$ cat config.mk
export PLATFORM = sky130hd
export DESIGN_NAME = cci_ctrl
export DESIGN_NICKNAME = d
export VERILOG_FILES = /design/src/hdl/commodity_channel_index_assert.svh /design/src/hdl/cci_pkg.sv /design/src/hdl/cci_ctrl.sv
export SDC_FILE = /design/constraint.sdc
export NUM_CORES = 1
export LEC_CHECK = 0
export ABC_AREA = 1
export ABC_CLOCK_PERIOD_IN_PS = 1200
export BUFFER_PORTS_ARGS = -buffer_cell sky130_fd_sc_hd__buf_4
export CELL_PAD_IN_SITES_DETAIL_PLACEMENT = 0
export CELL_PAD_IN_SITES_GLOBAL_PLACEMENT = 1
export CORE_AREA = 2 2 39 41
export CTS_CLUSTER_SIZE = 30
export DETAILED_ROUTE_END_ITERATION = 16
export DIE_AREA = 0 0 41 43
export HOLD_SLACK_MARGIN = 0.12
export PLACE_DENSITY_LB_ADDON = 0.1
export SYNTH_ARGS = -nofsm -noshare
export SYNTH_HDL_FRONTEND = slang
export SYNTH_SLANG_ARGS = --single-unit
$ cat constraint.sdc
create_clock -name aclk -period 1.2 [get_ports aclk]
set_clock_uncertainty 0.15 [all_clocks]
set_input_delay 0.24 -clock aclk [delete_from_list [all_inputs] [get_ports aclk]]
set_output_delay 0.24 -clock aclk [all_outputs]
set_load 0.01 [all_outputs]
$ cat src/hdl/commodity_channel_index_assert.svh
// ----------------------------------------------------------------------------
// Commodity channel index assertion macros
// Concurrent checks on aclk, disabled while aresetn is low; empty for synthesis.
// ----------------------------------------------------------------------------
`ifndef COMMODITY_CHANNEL_INDEX_ASSERT_SVH
`define COMMODITY_CHANNEL_INDEX_ASSERT_SVH
`ifndef SYNTHESIS
`define CCI_ASSERT(lbl, prop, msg) \
    lbl: assert property (@(posedge aclk) disable iff (!aresetn) (prop)) else $error(msg);
`define CCI_ASSERT_IMPL(lbl, ante, cons, msg) \
    lbl: assert property (@(posedge aclk) disable iff (!aresetn) (ante) |-> (cons)) else $error(msg);
`else
`define CCI_ASSERT(lbl, prop, msg)
`define CCI_ASSERT_IMPL(lbl, ante, cons, msg)
`endif
`endif

$ cat src/hdl/cci_pkg.sv
// ----------------------------------------------------------------------------
// cci_pkg
// Widths, constants and controller/datapath interface types for the CCI block.
// ----------------------------------------------------------------------------
`timescale 1ns / 1ps

package cci_pkg;

    localparam int PRICE_BITS = 32;
    localparam int WINDOW_MAX = 64;
    localparam int RING_AW    = 6;          // log2(WINDOW_MAX)
    localparam int N_W        = 7;          // period / bar count
    localparam int X_W        = 35;         // sum of six prices
    localparam int TOT_W      = 41;         // window total, n*x
    localparam int DEV_W      = 47;         // deviation sum
    localparam int MAG_W      = 47;         // n*|n*x - S|
    localparam int SCL_W      = 52;         // mag * 25
    localparam int DIV_W      = 49;         // 3 * deviation sum
    localparam int NUM_W      = 63;         // mag * 51200
    localparam int OUT_W      = 24;
    localparam int IN_W       = 6 * PRICE_BITS;
    localparam int CFG_W      = 8;
    localparam int DIV_CNT_W  = 6;

    localparam logic [N_W-1:0]       PERIOD_RESET = N_W'(20);
    localparam logic [N_W-1:0]       PERIOD_MIN   = N_W'(2);
    localparam logic [N_W-1:0]       PERIOD_MAX   = N_W'(WINDOW_MAX);
    localparam logic [DIV_CNT_W-1:0] DIV_STEPS    = DIV_CNT_W'(NUM_W);
    localparam logic [NUM_W-1:0]     POS_LIMIT    = NUM_W'(8388607);
    localparam logic [NUM_W-1:0]     NEG_LIMIT    = NUM_W'(8388608);
    localparam logic [OUT_W-1:0]     OUT_POS_SAT  = 24'h7FFFFF;
    localparam logic [OUT_W-1:0]     OUT_NEG_SAT  = 24'h800000;

    typedef enum logic [2:0] {
        ST_IDLE,
        ST_SUM,
        ST_UPDATE,
        ST_SCAN,
        ST_MAG,
        ST_SCALE,
        ST_DIV,
        ST_DONE
    } state_t;

    typedef struct packed {
        logic capture;
        logic sum;
        logic update;
        logic scan;
        logic mag;
        logic scale;
        logic div;
        logic load;
    } cmd_t;

    typedef struct packed {
        logic full_next;
        logic scan_done;
        logic flat;
        logic div_done;
        logic out_free;
    } status_t;

endpackage

$ cat src/hdl/cci_ctrl.sv
// ----------------------------------------------------------------------------
// cci_ctrl
// Sequencer: steps one bar through sum, window update, deviation scan and divide.
// ----------------------------------------------------------------------------
`timescale 1ns / 1ps

module cci_ctrl (
    input  logic             aclk,
    input  logic             aresetn,
    input  logic             s_tvalid,
    output logic             s_tready,
    input  cci_pkg::status_t status,
    output cci_pkg::cmd_t    cmd
);
    import cci_pkg::*;

    state_t state_reg, state_next;

    always_ff @(posedge aclk) begin
        if (!aresetn) begin
            state_reg <= ST_IDLE;
        end else begin
            state_reg <= state_next;
        end
    end

    always_comb begin
        state_next = state_reg;
        unique case (state_reg)
            ST_IDLE:   if (s_tvalid) state_next = ST_SUM;
            ST_SUM:    state_next = ST_UPDATE;
            ST_UPDATE: state_next = status.full_next ? ST_SCAN : ST_DONE;
            ST_SCAN: begin
                if (status.scan_done) state_next = status.flat ? ST_DONE : ST_MAG;
            end
            ST_MAG:    state_next = ST_SCALE;
            ST_SCALE:  state_next = ST_DIV;
            ST_DIV:    if (status.div_done) state_next = ST_DONE;
            ST_DONE:   if (status.out_free) state_next = ST_IDLE;
            default:   state_next = ST_IDLE;
        endcase
    end

    always_comb begin
        cmd         = '0;
        s_tready    = 1'b0;
        unique case (state_reg)
            ST_IDLE: begin
                s_tready    = 1'b1;
                cmd.capture = s_tvalid;
            end
            ST_SUM:    cmd.sum    = 1'b1;
            ST_UPDATE: cmd.update = 1'b1;
            ST_SCAN:   cmd.scan   = 1'b1;
            ST_MAG:    cmd.mag    = 1'b1;
            ST_SCALE:  cmd.scale  = 1'b1;
            ST_DIV:    cmd.div    = 1'b1;
            ST_DONE:   cmd.load   = status.out_free;
            default:   cmd        = '0;
        endcase
    end

endmodule

==> results of run 1 <==
[stage by stage]
stage | cell area [sq um] | std cells | hold slack (ns) | utilization [%]
2_1_floorplan | 341.6 | 55 | 0.2107 | -
3_3_place_gp | 500.5 | 91 | 0.3427 | 36.17
3_5_place_dp | 500.5 | 91 | 0.3461 | 36.17
4_1_cts | 668.1 | 102 | 0.2161 | 48.28
5_1_grt | 693.2 | 103 | 0.2475 | 50.09
6_report | 693.2 | 103 | 0.2278 | 50.09
[cell type report]
cell class / instances / area [sq um]
Fill cell: 143 / 690.7
Inverter: 10 / 40.04
Multi-Input combinational cell: 39 / 267.8
Timing Repair Buffer: 31 / 270.3
Clock buffer: 4 / 26.28
Tap cell: 16 / 20.02
Sequential cell: 3 / 68.82
[cells by family (layout without fill, tap and decap cells)]
kind of cell	after synthesis	after routing	synth area share [%]
AOI/OAI and AO/OA	4	4	7.062
buffers and inverters	13	45	21.19
and+or+nand+nor	35	35	53.91
DFF	3	3	17.84
[cells in the final DEF, fill, tap and decap left out, drive strengths merged]
cell,instances
a21oi,2
nor2,16
nand3,5
nand4,1
clkbuf,4
o21ai,2
dlygate4sd3,1
buf,30
dfxtp,3
nor3,3
inv,10
nand2,10
[critical path: stages, from the launching register on]
cell and delay [ns]:
dfxtp_2 0.33, buf_6 0.14, nor2_4 0.11, inv_2 0.05, nor3_2 0.10, buf_4 0.14
[worst max path at each step]
stage,slack (ns),cells past startpoint,start,end
floorplan,-0.005,5,state_reg[0],cmd[2]
global placement,-0.11,8,state_reg[0],state_reg[0]
detailed placement,-0.08,5,state_reg[0],cmd[7]
CTS,-0.29,5,state_reg[0],cmd[7]
global route,-0.33,5,state_reg[0],cmd[7]
finish,-0.28,5,state_reg[0],cmd[7]
[power by group]
group,internal [mW],switching [mW],total (mW)
Combinational,0.765,0.731,1.50
Sequential,0.177,0.0594,0.237
Clock,0.125,0.0514,0.176
Total,1.07,0.842,1.91
[routing by layer]
metal	routed length [um]	GRT usage (%)	vias to the layer above	share of wire, %
li1	-	-	235	-
met4	0	2.000	0	0
met1	378	15.02	185	37
met2	577	23.75	13	57
met3	57	4.712	0	5.6
met5	0	0	-	0
[repair_timing]
action | 4_1_cts | 5_1_grt
hold buffers | 1 | 0
buffers inserted | 6 | 1
endpoints found under the hold margin | 3 | 0
resized for setup | 24 | 5
pin swaps | 4 | 3
endpoints found under the setup margin | 12 | 12
==> run summary, run 1 <==
P_leak: 0.3573 nW
Root Buffer: clkbuf_4
Hold Path Sink: state_reg[1]
DRC Markers: 0
Max-Cap Viols: 0
Final Max Slew Viols: 0
post-layout minimum cycle time: 1.482 ns
row cnt: 14
Total GRT Usage: 13.53%
hold crit path type: in2reg
hold depth: 4
worst setup path category: reg2out
Core Box Area: 1384 sq um
Longest Clk Path Bufs: 2
Routed WL: 1.013 mm
DP Wirelength: 723.5 um
Worst R2R Path Depth: 7
Synth warnings: 0
Mapped Nets: 63
Detailed Route Iter0 Violations: 8
WP data required: 0.81 ns
die area: 1763 sq um
htree depth: 1
setup violators final: 12
Setup WS post-layout: -0.2823 ns
Top FF cell, synth: dfxtp_1
pre-CTS WS: -0.07756 ns
Worst R2R Setup Slack: -0.16 ns
Reg-to-Reg End: state_reg[0]
Slew headroom: 88.24%
CTS Buf Count: 3
distinct cell type count after synthesis: 17
Die Height: 43 um
overall power: 1.908 mW
first-pass GRT wire length: 1.642 mm
post-synthesis cell area: 336.6 sq um
DR WL/cell: 9.835 um
f_max: 0.6746 GHz
flip-flop count of the largest register after layout: 3
Slew @ Worst Pin: 0.1764 ns
# port buffers: 16
Post-synth EDFFs: 0
synth cell count leaders: nor2_1, nand2_1, inv_1
Synth area leaders: dfxtp_1, nor2_1, buf_6, nand2_1, inv_1
Worst-Skew Late Latency: 0.23 ns
Synth area leader: dfxtp_1
RSZ-0062 raised after global routing: true
failing checks: negative setup slack
share of cells above drive strength 1: 68.97%
CP Data Arrival Time: 1.09 ns
initial antenna violation count: 0
drt pass-1 iters: 4
Layout area overhead: 105.9%
vias post-DR: 433
Final nets: 96
I/O pins: 17
post-synthesis sequential area ratio: 17.84%
routed vias/inst: 4.204
Worst Path Max Fanout: 5
CP endpoint kind: output pin
# diodes: 0
GR Overflow Total: 0
Final Cycle Share: 123.5%
Die Wd: 41 um
Hold Vio Cnt, Final: 0
Synth Register Bits: 3
ys async rst share: 0%
min-delay src: status[1]
status: finished with violations
clk slew on worst S/H paths: 0.03 ns
worst r2r src: state_reg[0]
most common cell in the synthesized netlist: nor2_1
Yosys top cell area share: 17.84%
pwr dens: 2753 nW/um^2
startpoint class of the critical path: flop
global placement routability congestion: 0.7488
vias in the first global route: 407
Total Negative Setup Slacks: -2.496 ns
Worst VDD drop: 0.001195 V
clock sinks: 3
ANT nets after route: 0
largest net degree at the start of global routing: 6
Avg Cell Area, Syn: 6.120 sq um
Starting Density: 24.32%
CTS tree: built
Syn Inst Count: 55
Power figures use the tool's default switching activity.
==> run 2, diff against run 1 <==
- CELL_PAD_IN_SITES_DETAIL_PLACEMENT: 0 -> not set
- CELL_PAD_IN_SITES_GLOBAL_PLACEMENT: 1 -> not set
- PLACE_DENSITY_LB_ADDON: 0.1 -> not set
- SLEW_MARGIN: not set -> 20
==> run 2 against run 1 <==
Compared with the run above:
- the flow still finishes with violations (negative setup slack)
- core utilization rose by 0.36 points
- combinational power is essentially flat
- die area unchanged
- power rose by 2.4%
- critical path depth unchanged
- largest power group unchanged
==> run summary, run 2 (synthesis results as in run 1) <==
Die Height: 43 um (unchanged)
most frequent cells in the layout: buf_4, buf_6, nor2_1, inv_2, nand2_1
overall power: 1.955 mW (+2.4%)
CTS tree: built
P_leak: 0.3588 nW (+0.43%)
DP Wirelength: 714.9 um (-1.2%)
slowest cell delay on critical path: 0.33 ns (about the same)
I/O pins: 17 (unchanged)
htree depth: 1 (unchanged)
worst setup path category: reg2out
Routed WL: 1.070 mm (+5.6%)
# port buffers: 16 (unchanged)
Max-Cap Viols: 0 (unchanged)
global placement routability congestion: 0.8003 (+6.9%)
# diodes: 0 (unchanged)
RSZ-0062 raised after global routing: true
Worst-Skew Late Latency: 0.23 ns (about the same)
clock sinks: 3 (unchanged)
Total GRT Usage: 13.14% (-0.39 points)
vias post-DR: 445 (+2.8%)
crit-path leading delay family: flip-flops
hold depth: 4 (unchanged)
failing checks: negative setup slack
pwr dens: 2800 nW/um^2 (+1.7%)
Hold Path Sink: state_reg[1]
routed vias/inst: 4.320 (+2.8%)
initial antenna violation count: 0 (unchanged)
Min Hold Slack: 0.2486 ns (+0.02086 ns)
cells along the critical path: buf_6 -> nor2_4 -> inv_2 -> nor3_2 -> buf_4
worst r2r src: state_reg[0]
die area: 1763 sq um (unchanged)
Reg-to-Reg End: state_reg[1]
commonest non-fill, non-tap cell in the layout: buf_4
Fillers: 152 (+6.3%)
hold crit path type: in2reg
Worst R2R Path Depth: 9 (+2)
row cnt: 14 (unchanged)
Layout area overhead: 107.4%
flip-flop count of the largest register after layout: 3 (unchanged)
CP bufs+invs: 3 (unchanged)
Worst Path Max Fanout: 3 (-2)
first-pass GRT wire length: 1.587 mm (-3.3%)
startpoint class of the critical path: flop
ANT nets after route: 0 (unchanged)
post-layout minimum cycle time: 1.482 ns (-0.0003700 ns)
largest net degree at the start of global routing: 8 (+2)
Util after Layout: 50.45% (+0.36 points)
Worst R2R Setup Slack: -0.21 ns (-0.05 ns)
Core Box Area: 1384 sq um (unchanged)
clk slew on worst S/H paths: 0.03 ns (about the same)
CTS Buf Count: 3 (unchanged)
setup violators final: 12 (unchanged)
Final nets: 96 (unchanged)
min-delay src: status[1]
Final Max Slew Viols: 0 (unchanged)
Die Wd: 41 um (unchanged)
CP Data Arrival Time: 1.09 ns (about the same)
DRC Markers: 0 (unchanged)
GR Overflow Total: 0 (unchanged)
drt pass-1 iters: 4 (unchanged)
CP endpoint kind: output pin
Hold Vio Cnt, Final: 0 (unchanged)
Longest Clk Path Bufs: 2 (unchanged)
Slew @ Worst Pin: 0.1977 ns (+0.02132 ns)
Setup WS post-layout: -0.2819 ns (+0.0003700 ns)
Detailed Route Iter0 Violations: 5 (-3)
status: finished with violations
WP data required: 0.81 ns (about the same)
share of cells above drive strength 1: 68.97% (unchanged)
Slew headroom: 86.82% (-1.4 points)
Worst VDD drop: 0.001118 V (-6.5%)
Starting Density: 24.32% (unchanged)
slowest CP cell: dfxtp_2
Final Cycle Share: 123.5% (about the same)
Root Buffer: clkbuf_4
DR WL/cell: 10.39 um (+5.6%)
vias in the first global route: 405 (-0.49%)
f_max: 0.6748 GHz (about the same)
==> run 2: cell counts in the layout (fill, tap and decap cells not counted) <==
Identical to the previous run, type by type.
==> run 2: layer usage <==
layer,share of wire [%],wire length [um],global-route usage (%),vias to the layer above
li1,-,-,-,231
met1,38,407,14.42,202
met2,57,608,23.13,10
met3,3.9,42,3.141,2
met4,1.0,11,4.000,0
met5,0,0,0,-
==> run 2: metrics by stage <==
| step | area [sq um] | cells | setup WS [ns] | setup TNS, ns |
|---|---|---|---|---|
| 2_1_floorplan | 341.6 | 55 | -0.004911 | -0.009823 |
| 3_3_place_gp | 515.5 | 93 | -0.05193 | -0.3142 |
| 3_5_place_dp | 515.5 | 93 | -0.1292 | -0.6201 |
| 4_1_cts | 624.3 | 101 | -0.2635 | -2.476 |
| 5_1_grt | 698.2 | 103 | -0.3384 | -3.217 |
| 6_report | 698.2 | 103 | -0.2819 | -2.509 |
==> run 2: worst max path at each step <==
stage | start | endpoint | slack, ns | cells past startpoint
4_1_cts | state_reg[0] | cmd[7] | -0.26 | 5
6_report | state_reg[0] | cmd[7] | -0.28 | 5
3_3_place_gp | state_reg[2] | state_reg[2] | -0.05 | 6
2_1_floorplan | state_reg[0] | cmd[2] | -0.005 | 5
5_1_grt | state_reg[0] | cmd[7] | -0.34 | 5
3_5_place_dp | state_reg[2] | state_reg[2] | -0.13 | 6
==> run 2: cell type report <==
class | instances | area, sq um | share of cell area [%]
repair buffers | 31 | 276.5 | 39.61
clock buffers | 4 | 26.28 | 3.763
inverters | 10 | 37.54 | 5.376
flip-flops and latches | 3 | 68.82 | 9.857
well taps | 16 | 20.02 | 2.867
multi-input cells | 39 | 269.0 | 38.53
==> run 2: repair_timing <==
action	4_1_cts	5_1_grt
pin swaps	7	7
buffers inserted	4	3
hold buffers	1	0
hold endpoints to repair	3	0
cloned	0	0
setup endpoints to repair	12	12
resized for setup	16	18
==> run 2: worst min-delay path, stage by stage <==
cell and delay [ns]:
buf_4 0.09, o21ai_2 0.07, nor2_4 0.14, a21oi_2 0.06
==> run 2: power breakdown <==
group	internal (mW)	leakage, nW	total, mW	switching, mW
Clock	0.124	0.0150	0.175	0.0505
Sequential	0.178	0.0264	0.272	0.0943
Combinational	0.783	0.317	1.51	0.724
Total	1.09	0.359	1.95	0.869
==> run 3, diff against run 2 <==
- ABC_CLOCK_PERIOD_IN_PS: 1200 -> 1600
- clock period: 1.2 -> 1.6 ns (I/O delays scaled with it)
==> run 3 against run 2 <==
Compared with the run above:
- the run now ends clean
- die area unchanged
- count of clock-buffer cells in the layout did not move
- first-iteration DRC count down 40%
- hold slack worse by 0.065 ns
- sequential share of layout area increased by 3.7 points
- wire length decreased by 28%
- flip-flop and latch count did not move
- critical path type unchanged
- highest routed layer unchanged
==> run summary, run 3 (synthesis results as in run 1) <==
initial antenna violation count: 0 (unchanged)
row cnt: 14 (unchanged)
Worst R2R Path Depth: 8 (-1)
# diodes: 0 (unchanged)
ANT nets after route: 0 (unchanged)
status: finished clean
worst setup path category: reg2out
WP data required: 1.13 ns (+0.32 ns)
Layout area overhead: 50.93%
Reg-to-Reg End: state_reg[0]
Worst VDD drop: 0.0007511 V (-33%)
pwr dens: 1964 nW/um^2 (-30%)
slowest CP cell: dfxtp_4
pre-CTS WS: 0.1641 ns (+0.2933 ns)
die area: 1763 sq um (unchanged)
Hold Path Sink: state_reg[2]
Slew @ Worst Pin: 0.1908 ns (-0.006941 ns)
Final Max Slew Viols: 0 (unchanged)
hold crit path type: in2reg
slowest cell delay on critical path: 0.36 ns (+0.03 ns)
CTS tree: built
Total Negative Setup Slacks: 0 ns (+2.509 ns)
Root Buffer: clkbuf_4
global placement routability congestion: 0.7998 (about the same)
P_leak: 0.2842 nW (-21%)
I/O pins: 17 (unchanged)
Die Wd: 41 um (unchanged)
largest net degree at the start of global routing: 10 (+2)
commonest non-fill, non-tap cell in the layout: buf_4
CP Data Arrival Time: 1.06 ns (-0.03 ns)
overall power: 0.9979 mW (-49%)
CP bufs+invs: 2 (-1)
setup violators final: 0 (-12)
Starting Density: 24.32% (unchanged)
Setup WS post-layout: 0.06838 ns (+0.3503 ns)
share of cells above drive strength 1: 50.67% (-18 points)
crit-path leading delay family: flip-flops
Cells after DPL: 86 (-7.5%)
Hold Vio Cnt, Final: 0 (unchanged)
vias post-DR: 390 (-12%)
Detailed Route Iter0 Violations: 3 (-2)
DR WL/cell: 8.418 um (-19%)
Worst Path Max Fanout: 6 (+3)
Max-Cap Viols: 0 (unchanged)
Longest Clk Path Bufs: 2 (unchanged)
htree depth: 1 (unchanged)
Worst-Skew Late Latency: 0.23 ns (about the same)
Core Box Area: 1384 sq um (unchanged)
min-delay src: aresetn
drt pass-1 iters: 2 (-2)
flip-flop count of the largest register after layout: 3 (unchanged)
Final Cycle Share: 95.73%
CP endpoint kind: output pin
Total GRT Usage: 10.62% (-2.5 points)
startpoint class of the critical path: flop
Die Height: 43 um (unchanged)
RSZ-0062 raised after global routing: false
worst r2r src: state_reg[1]
Routed WL: 766 um (-28%)
Final nets: 84 (-13%)
GR Overflow Total: 0 (unchanged)
DP Wirelength: 615.8 um (-14%)
clock sinks: 3 (unchanged)
most frequent cells in the layout: buf_4, nor2_1, nand2_1, inv_1
Slew headroom: 87.28% (+0.46 points)
CP most frequent cell: buf_4
f_max: 0.6529 GHz
first-pass GRT wire length: 1.290 mm (-19%)
clk slew on worst S/H paths: 0.04 ns (about the same)
vias in the first global route: 330 (-19%)
routed vias/inst: 4.286 (-0.80%)
Util after Layout: 36.71% (-14 points)
DRC Markers: 0 (unchanged)
hold depth: 3 (-1)
cells along the critical path: buf_4 -> nor3_1 -> buf_4
post-layout minimum cycle time: 1.532 ns
# port buffers: 16 (unchanged)
CTS Buf Count: 3 (unchanged)
Non-Filler Instances: 91 (-12%)
Worst R2R Setup Slack: 0.34 ns (+0.55 ns)
run 3: worst max-delay path by stage:
stage,start,slack (ns),cells past startpoint,to
detailed placement,state_reg[0],0.16,8,state_reg[0]
global placement,state_reg[0],0.17,8,state_reg[0]
floorplan,state_reg[1],0.28,4,cmd[7]
global route,state_reg[2],0.002,3,cmd[2]
CTS,state_reg[1],0.02,4,cmd[7]
finish,state_reg[0],0.07,3,cmd[5]
run 3: per-layer routing:
layer	up-vias	share of wire [%]	global-route usage, %
li1	206	-	-
met1	169	46	13.42
met2	13	46	16.25
met3	2	5.2	1.571
met4	0	2.1	6.000
met5	-	0	0
run 3: layout make-up:
type | instances | area [sq um]
clock buffers | 4 | 26.28
fillers | 161 | 875.8
well taps | 16 | 20.02
inverters | 10 | 37.54
flip-flops and latches | 3 | 68.82
repair buffers | 19 | 142.6
multi-input cells | 39 | 212.7
run 3: per-stage QoR:
stage | cell area, sq um | hold WS (ns)
after floorplan | 336.6 | 0.2907
after global placement | 457.9 | 0.4224
after detailed placement | 457.9 | 0.4278
after CTS | 488.0 | 0.1782
after global routing | 508.0 | 0.1838
final | 508.0 | 0.1839
run 3: repair_timing:
| action | in CTS | in global routing |
|---|---|---|
| resized for setup | 3 | 4 |
| hold buffers | 0 | 0 |
| cloned | 0 | 0 |
| hold endpoints to repair | 0 | 0 |
| setup endpoints to repair | 9 | 5 |
| setup buffers | 0 | 1 |
run 3: power breakdown:
group | internal, mW | switching, mW | leakage, nW
combinational | 0.296 | 0.331 | 0.243
clock | 0.0937 | 0.0423 | 0.0150
sequential | 0.134 | 0.102 | 0.0264
total | 0.523 | 0.475 | 0.284
run 3: worst reg2reg max path, stage by stage, from the launching register on:
cell,delay [ns]
dfxtp_4,0.40
buf_4,0.14
nand2_4,0.05
nor2_4,0.08
nand2_1,0.06
o21ai_2,0.06
nor2_2,0.06
nor2_1,0.09
nor2_1,0.05
